<file path="config.mk">
export PLATFORM = sky130hd
export DESIGN_NAME = hqt_queue
export DESIGN_NICKNAME = d
export VERILOG_FILES = /design/src/sv/hqt_pkg.sv /design/src/sv/hqt_queue.sv
export SDC_FILE = /design/constraint.sdc
export NUM_CORES = 1
export LEC_CHECK = 0
export BUFFER_PORTS_ARGS = -buffer_cell sky130_fd_sc_hd__clkbuf_2
export CORE_MARGIN = 2
export CORE_UTILIZATION = 45
export DETAILED_ROUTE_END_ITERATION = 8
export GPL_TIMING_DRIVEN = 0
export HOLD_SLACK_MARGIN = 0.12
export SLEW_MARGIN = 10
export SYNTH_ARGS = -nofsm -noshare
export SYNTH_HDL_FRONTEND = slang
export SYNTH_SLANG_ARGS = --single-unit
</file>
<file path="constraint.sdc">
create_clock -name clk -period 3.29 [get_ports clk]
set_clock_uncertainty 0.15 [all_clocks]
set_input_delay 0.329 -clock clk [delete_from_list [all_inputs] [get_ports clk]]
set_output_delay 0.329 -clock clk [all_outputs]
set_load 0.05 [all_outputs]
</file>
<file path="src/sv/hqt_pkg.sv">
// hqt_pkg: shared constants and the job type of the hashed q-table update block
// no dependencies; imported by every module of the block except hqt_ram
`default_nettype none

package hqt_pkg;

  // table geometry, both powers of two (STATES from 2 to 65536, ACTIONS from 2 to 128)
  localparam int STATES  = 256;
  localparam int ACTIONS = 16;
  localparam int ROW_W   = $clog2(STATES);
  localparam int COL_W   = $clog2(ACTIONS);
  localparam int ADDR_W  = ROW_W + COL_W;
  localparam int DEPTH   = STATES * ACTIONS;

  // fixed point formats
  localparam int Q_W    = 32;
  localparam int FRAC_W = 16;
  localparam int LR_W   = 17;
  localparam int ACT_W  = 8;
  localparam int CNT_W  = 3;
  localparam int IDX_W  = 8;
  localparam logic [LR_W-1:0] LR_RESET = LR_W'(6554);

  // hash constants
  localparam int HASH_MUL   = 31;
  localparam int HASH_SCALE = 1000;
  localparam int MAX_ELEMS  = 4;

  // queue between front and back
  localparam int QUEUE_DEPTH = 4;
  localparam int QPTR_W      = $clog2(QUEUE_DEPTH);

  typedef struct packed {
    logic               kind;
    logic               bad;
    logic [ROW_W-1:0]   row;
    logic [COL_W-1:0]   col;
    logic [Q_W-1:0]     reward;
  } hqt_job_t;

endpackage

`default_nettype wire

</file>
<file path="src/sv/hqt_queue.sv">
// hqt_queue: short job queue between front and back
// depends on hqt_pkg
`default_nettype none

module hqt_queue import hqt_pkg::*; (
  input  wire logic     clk,
  input  wire logic     rst_n,
  input  wire logic     push,
  input  wire hqt_job_t job_in,
  output logic          full,
  input  wire logic     pop,
  output hqt_job_t      job_out,
  output logic          empty
);

  hqt_job_t             entry_r [QUEUE_DEPTH];
  logic [QPTR_W-1:0]    wr_ptr_r, wr_ptr_nxt;
  logic [QPTR_W-1:0]    rd_ptr_r, rd_ptr_nxt;
  logic [QPTR_W:0]      cnt_r, cnt_nxt;
  logic                 do_push, do_pop;

  assign full    = (cnt_r == (QPTR_W+1)'(QUEUE_DEPTH));
  assign empty   = (cnt_r == '0);
  assign do_push = push & ~full;
  assign do_pop  = pop & ~empty;
  assign job_out = entry_r[rd_ptr_r];

  assign wr_ptr_nxt = do_push ? wr_ptr_r + QPTR_W'(1) : wr_ptr_r;
  assign rd_ptr_nxt = do_pop  ? rd_ptr_r + QPTR_W'(1) : rd_ptr_r;

  always_comb begin
    cnt_nxt = cnt_r;
    if (do_push && !do_pop) begin
      cnt_nxt = cnt_r + (QPTR_W+1)'(1);
    end else if (do_pop && !do_push) begin
      cnt_nxt = cnt_r - (QPTR_W+1)'(1);
    end
  end

  always_ff @(posedge clk) begin
    if (!rst_n) begin
      wr_ptr_r <= '0;
      rd_ptr_r <= '0;
      cnt_r    <= '0;
    end else begin
      wr_ptr_r <= wr_ptr_nxt;
      rd_ptr_r <= rd_ptr_nxt;
      cnt_r    <= cnt_nxt;
    end
  end

  always_ff @(posedge clk) begin
    if (do_push) begin
      entry_r[wr_ptr_r] <= job_in;
    end
  end

endmodule

`default_nettype wire

</file>
## Yosys cells after proc, flatten, opt, wreduce, memory -nomap -nowiden

Memories as Yosys holds them, arrays and structs flattened. A register that Yosys moved wholly into a read port is not among the register bits.
Cells that the tools add are included.

| storage, ports and cells | value |
|---|---|
| register bits | 7 |
| bits of input ports | 50 |
| memory bits (writable) | 184 |
| memories kept | 1 |
| output and inout port bits | 48 |

Memories:

| name | words | width | read ports | clocked after memory_dff | wr ports | line | RTL |
|---|---|---|---|---|---|---|---|
| entry_r | 4 | 46 | 1 | 1 | 1 | hqt_queue.sv:16 | `hqt_job_t entry_r [QUEUE_DEPTH];` |

| cells by class | value |
|---|---|
| mux-type cells | 6 |
| reduce and logical (&&, ||, !) cells | 6 |
| add/sub/neg operators | 4 |
| bitwise operators | 4 |
| equal/unequal tests | 1 |

Operators with widths:

| kind | number |
|---|---|
| $mux 3 | 2 |
| $add 2x1->2 const B | 2 |
| $mux 2 | 2 |
| $add 3x1->3 const B | 1 |
| $eq 3x3->1 const B | 1 |
| $logic_not 3->1 | 1 |
| $sub 3x1->3 const B | 1 |
| $and 1x1->1 | 2 |
| $logic_and 1x1->1 | 2 |
| $logic_not 1->1 | 2 |
| $mux 1 | 2 |
| $not 1->1 | 2 |
| $reduce_bool 2->1 | 1 |

## Logic depth before layout (Yosys ltp)

| logic depth | value |
|---|---|
| depth in word-level cells | 7 |
| gate-level depth with buffers | 9 |
| depth with buffers taken out | 8 |

## Worst setup path before layout

OpenSTA, ideal clock, no wires.

| timing path | value |
|---|---|
| kind | register to register |
| from | register cnt_r[0] |
| to | memory entry_r[0][0] (netlist name) (enable) |
| period minus slack after synthesis | 2621 ps |
| cell stages (with the launch flop) | 5 |
| path buffers | 1 |
| path slack | 669 ps |
| data arrival time | 2063 ps |
| data required time | 2732 ps |
| library setup time | 408 ps |
| path through | dfxtp_1 nor3b_2 nor2b_1 buf_2 and2_1 |

| between the ends | value |
|---|---|
| word-level cells in the longest chain between the ends | 5 |

Ends and longest elaborated chain:

| what | line | RTL |
|---|---|---|
| from (decl) | hqt_queue.sv:19 | `logic [QPTR_W:0] cnt_r, cnt_nxt;` |
| from (signal assigned) | hqt_queue.sv:48 | `cnt_r <= cnt_nxt;` |
| $eq 3x3->1 | hqt_queue.sv:22 | `assign full = (cnt_r == (QPTR_W+1)'(QUEUE_DEPTH));` |
| named net full | hqt_queue.sv:10 | `output logic full,` |
| $not 1->1 | hqt_queue.sv:24 | `assign do_push = push & ~full;` |
| $and 1x1->1 | hqt_queue.sv:24 |  |
| named net do_push | hqt_queue.sv:20 | `logic do_push, do_pop;` |
| $mux 1 | hqt_queue.sv:53 | `if (do_push) begin` |
| $mux 1 (implied by the code) | hqt_queue.sv:54 | `entry_r[wr_ptr_r] <= job_in;` |
| to (decl) | hqt_queue.sv:16 |  |

The timed path passes the listed nets, and every way through them passes these cells.

==> results.md <==
| Metric | This run | Unit |
|:---|:---|:---|
| Total wire length after detailed routing | 12.4 | mm |
| Combinational family with the most area after synthesis | multiplexers | - |
| Critical path launch point type | flop | - |
| Area fraction in and, or, nand and nor cells after synthesis | 0.0141 | - |
| Post-DRT Antenna Nets | 0 | - |
| Final nets | 505 | - |
| CTS resizes | 0 | - |
| Worst endpoint required time | 2.81 | ns |
| Synth Area per Inst | 24.9 | um^2 |
| Cells taking the most area after synthesis | sky130_fd_sc_hd__edfxtp_1 77%, sky130_fd_sc_hd__mux4_2 14%, sky130_fd_sc_hd__dfxtp_1 2.5% | - |
| Logic gate share of total power | 0.338 | - |
| Most used standard cell by instance count after synthesis | sky130_fd_sc_hd__edfxtp_1 | - |
| Flip-flop cell with the highest count after synthesis | sky130_fd_sc_hd__edfxtp_1 | - |
| Starting density of the core | 0.456 | - |
| Ordered cell list for the critical path | clkbuf_2 > buf_2 > mux4_2 > clkbuf_2 | - |
| Yosys reg bits | 193 | - |
| Max incr delay on CP | 0.38 | ns |
| Fraction of layout instances using a drive strength above 1 | 0.388 | - |
| Post-synthesis cell count | 288 | - |
| Number of enable-type register cells in the synthesized netlist | 184 | - |
| Die span in x | 130 | um |
| Worst-skew pair later-pin latency | 0.42 | ns |
| Overall die area | 16900 | um^2 |
| Async set or reset register ratio after synthesis | 0 | - |
| Data arrival time of the critical path | 1.98 | ns |
| Number of failing hold endpoints at the final stage | 0 | - |
| Clock Root Buffer | sky130_fd_sc_hd__clkbuf_16 | - |
| Cell with the largest stage delay on the worst path | sky130_fd_sc_hd__mux4_2 | - |
| Category of the critical setup timing path | flop to output port | - |
| DRC Markers | 0 | - |
| Post-route worst hold slack | 0.156 | ns |
| Post-DR wirelength/cell | 18.3 | um |
| Total routing resource utilization after global routing | 0.156 | - |
| Final cycle utilization of the critical path | 0.748 | - |
| Core Rows | 46 | - |
| Grt total ovfl | 0 | - |
| Top post-synthesis cells by count | 184 x sky130_fd_sc_hd__edfxtp_1, 45 x sky130_fd_sc_hd__mux4_2, 9 x sky130_fd_sc_hd__dfxtp_1 | - |
| Number of antenna violations at the first check in global routing | 0 | - |
| Run status | finished clean | - |
| TritonCTS clock tree | built | - |
| Worst-path maximum fanout | 10 | - |
| # clock sinks | 193 | - |
| Number of cells on the worst reg-to-reg path | 9 | - |
| Fraction of power spent switching nets | 0.344 | - |
| Leakage power summed over all cells | 3.06 | nW |
| Via count of the first global-routing pass | 3555 | - |
| Combined buffer and inverter count along the critical path | 3 | - |
| Compound-Gate Fraction of Synth Area | 0.00472 | - |
| Post-synthesis instance area | 7160 | um^2 |
| Worst setup margin | 0.828 | ns |
| Total number of cells along the worst setup path | 4 | - |
| Tot Pwr | 0.00739 | W |
| Wire length of the first global-routing pass | 19.0 | mm |
| Pin count of the biggest net entering global routing | 47 | - |
| Average via count per standard cell | 4.98 | - |
| Detailed-router iteration count before antenna repair | 4 | - |
| Iter 0 DRT Violations | 223 | - |
| Xor-xnor portion of the synthesized cell area | 0.00489 | - |
| Share of synthesized area spent on multiplexers | 0.149 | - |
| Deepest clock path buffer count | 2 | - |
| Net switching power of the design | 0.00254 | W |
| Maximum frequency from static timing analysis | 406 | MHz |
| CP top delay family | buffers and inverters | - |
| Biggest area consumer among synthesized cells | sky130_fd_sc_hd__edfxtp_1 | - |
| Count of endpoints failing setup in the final report | 0 | - |
| Post-place setup slack | 0.911 | ns |
| Slew HR | 0.498 | - |
| Power density over the cells | 830 | nW/um^2 |
| H-tree lvl count | 4 | - |
| Setup repair after global routing missed its margin | no | - |
| Diodes inserted | 0 | - |
| Endpoint class of the critical path | output port | - |
| Post-synthesis sequential area ratio | 0.796 | - |
| Max-cap check violation count | 0 | - |
| Seq. cell area | 5710 | um^2 |
| Number of unique standard cell types used by synthesis | 25 | - |
| Area growth syn-to-layout | 24.2 | % |
| Number of slew-limit violations in the final report | 0 | - |
| Die Y | 130 | um |
| I/O pin cnt | 98 | - |
| Detail Placement HPWL | 7.05 | mm |
| Hold Crit Class | input port to flop | - |
| Fraction of power consumed by the clock network | 0.247 | - |
| Dominant cell type by count on the critical path | sky130_fd_sc_hd__clkbuf_2 | - |
| Actual transition at the worst max-transition pin | 0.753 | ns |
| Area taken by multi-input logic gates | 1330 | um^2 |
| Fraction of synthesized cell area taken by the top area cell type | 0.771 | - |
| Sequential Power Share | 0.415 | - |
| Global placer's final weighted congestion | 0.696 | - |
| Total number of yosys warnings | 0 | - |
| Adder and majority gate portion of the synthesized area | 0.0115 | - |
| Hold path depth | 3 | - |
| Placeable core region | 15700 | um^2 |
| Synthesized Nets | 344 | - |
| Clock slew seen by the registers of the worst setup and hold paths | 0.06 | ns |
| Number of filler cells placed in the layout | 1212 | - |
| IO Port Bufs | 96 | - |
| Worst-case vdd ir drop | 0.000404 | V |
| Period minus WS final | 2.46 | ns |
| Total CTS buffers | 17 | - |
| Internal power component | 0.00485 | W |
| Total via count in the routed design | 3374 | - |
==> placed cells by master (no fill, tap or decap), types with 2 or more instances in the layout <==
master,n
sky130_fd_sc_hd__ha_1,5
sky130_fd_sc_hd__dlygate4sd3_1,46
sky130_fd_sc_hd__mux2i_1,3
sky130_fd_sc_hd__inv_1,3
sky130_fd_sc_hd__mux4_2,45
sky130_fd_sc_hd__clkbuf_16,17
sky130_fd_sc_hd__and2_1,4
sky130_fd_sc_hd__clkbuf_1,6
sky130_fd_sc_hd__nand2_1,4
sky130_fd_sc_hd__nor2b_1,2
sky130_fd_sc_hd__clkinv_1,5
sky130_fd_sc_hd__buf_12,4
sky130_fd_sc_hd__dfxtp_1,9
sky130_fd_sc_hd__edfxtp_1,184
sky130_fd_sc_hd__buf_2,5
sky130_fd_sc_hd__and2_4,4
sky130_fd_sc_hd__clkinv_2,2
sky130_fd_sc_hd__xnor2_1,3
sky130_fd_sc_hd__clkbuf_2,97
==> tightest hold or removal path: cells and delay by family <==
| kind | cells | cell delay (ns) |
|---|---|---|
| mux | 1 | 0.06 |
| simple gates | 1 | 0.11 |
| buf+inv | 1 | 0.18 |
==> metal layers <==
| metal | GRT usage | vias up | share of wire |
|---|---|---|---|
| met3 | 0.0390 | 16 | 0.039 |
| met2 | 0.250 | 74 | 0.48 |
| met4 | 0.0626 | 0 | 0.016 |
| li1 | - | 1537 | - |
| met5 | 0 | - | 0 |
| met1 | 0.208 | 1747 | 0.47 |
==> final cells by class <==
type                            instances  area share
Sequential cell                       193       0.641
Multi-Input combinational cell         80       0.150
Timing Repair Buffer                  142       0.106
Clock buffer                           22      0.0499
Tap cell                              216      0.0304
Buffer                                 12      0.0141
Clock inverter                          9     0.00759
Inverter                                3     0.00127
==> registers in the layout, indices dropped and copies added (netlist names), named ones only <==
name	flops
entry_r	184
cnt_r	3
rd_ptr_r	2
wr_ptr_r	2
==> worst paths after layout <==
kind	from	to	slack [ns]
max	flop	job_out[23]	0.83
min	rst_n	wr_ptr_r[1]	0.16
max reg2reg	cnt_r[0]	cnt_r[2]	0.90
min reg2reg	wr_ptr_r[1]	wr_ptr_r[1]	0.36
==> timing repair <==
action,in CTS,in global routing
setup buffers,0,0
endpoints found under the hold margin,184,0
hold buffers,46,0
==> through the flow <==
step / setup TNS (ns) / utilization / cell area [um^2] / cells
6_report: 0 / 0.566 / 8900 / 677
5_1_grt: 0 / 0.566 / 8900 / 677
4_1_cts: 0 / 0.566 / 8900 / 677
3_5_place_dp: 0 / 0.504 / 7930 / 600
3_3_place_gp: -45.35 / 0.504 / 7920 / 600
2_1_floorplan: 0 / - / 7160 / 288
==> logic make-up after synthesis <==
| family | after synthesis |
|---|---|
| fa+ha+maj | 6 |
| simple gates | 17 |
| flops | 193 |
| xor+xnor | 4 |
| mux | 49 |
| compound gates | 4 |
| buf+inv | 15 |
==> power groups by stage <==
stage | combinational, W | clock, W | sequential (W)
final | 0.00250 | 0.00183 | 0.00307
after global routing | 0.00266 | 0.00196 | 0.00309
after CTS | 0.00255 | 0.00187 | 0.00307
after detailed placement | 0.00250 | 0 | 0.00312
after global placement | 0.00249 | 0 | 0.00312
after floorplan | 0.00198 | 0 | 0.00310
Power figures use the tool's default switching activity.
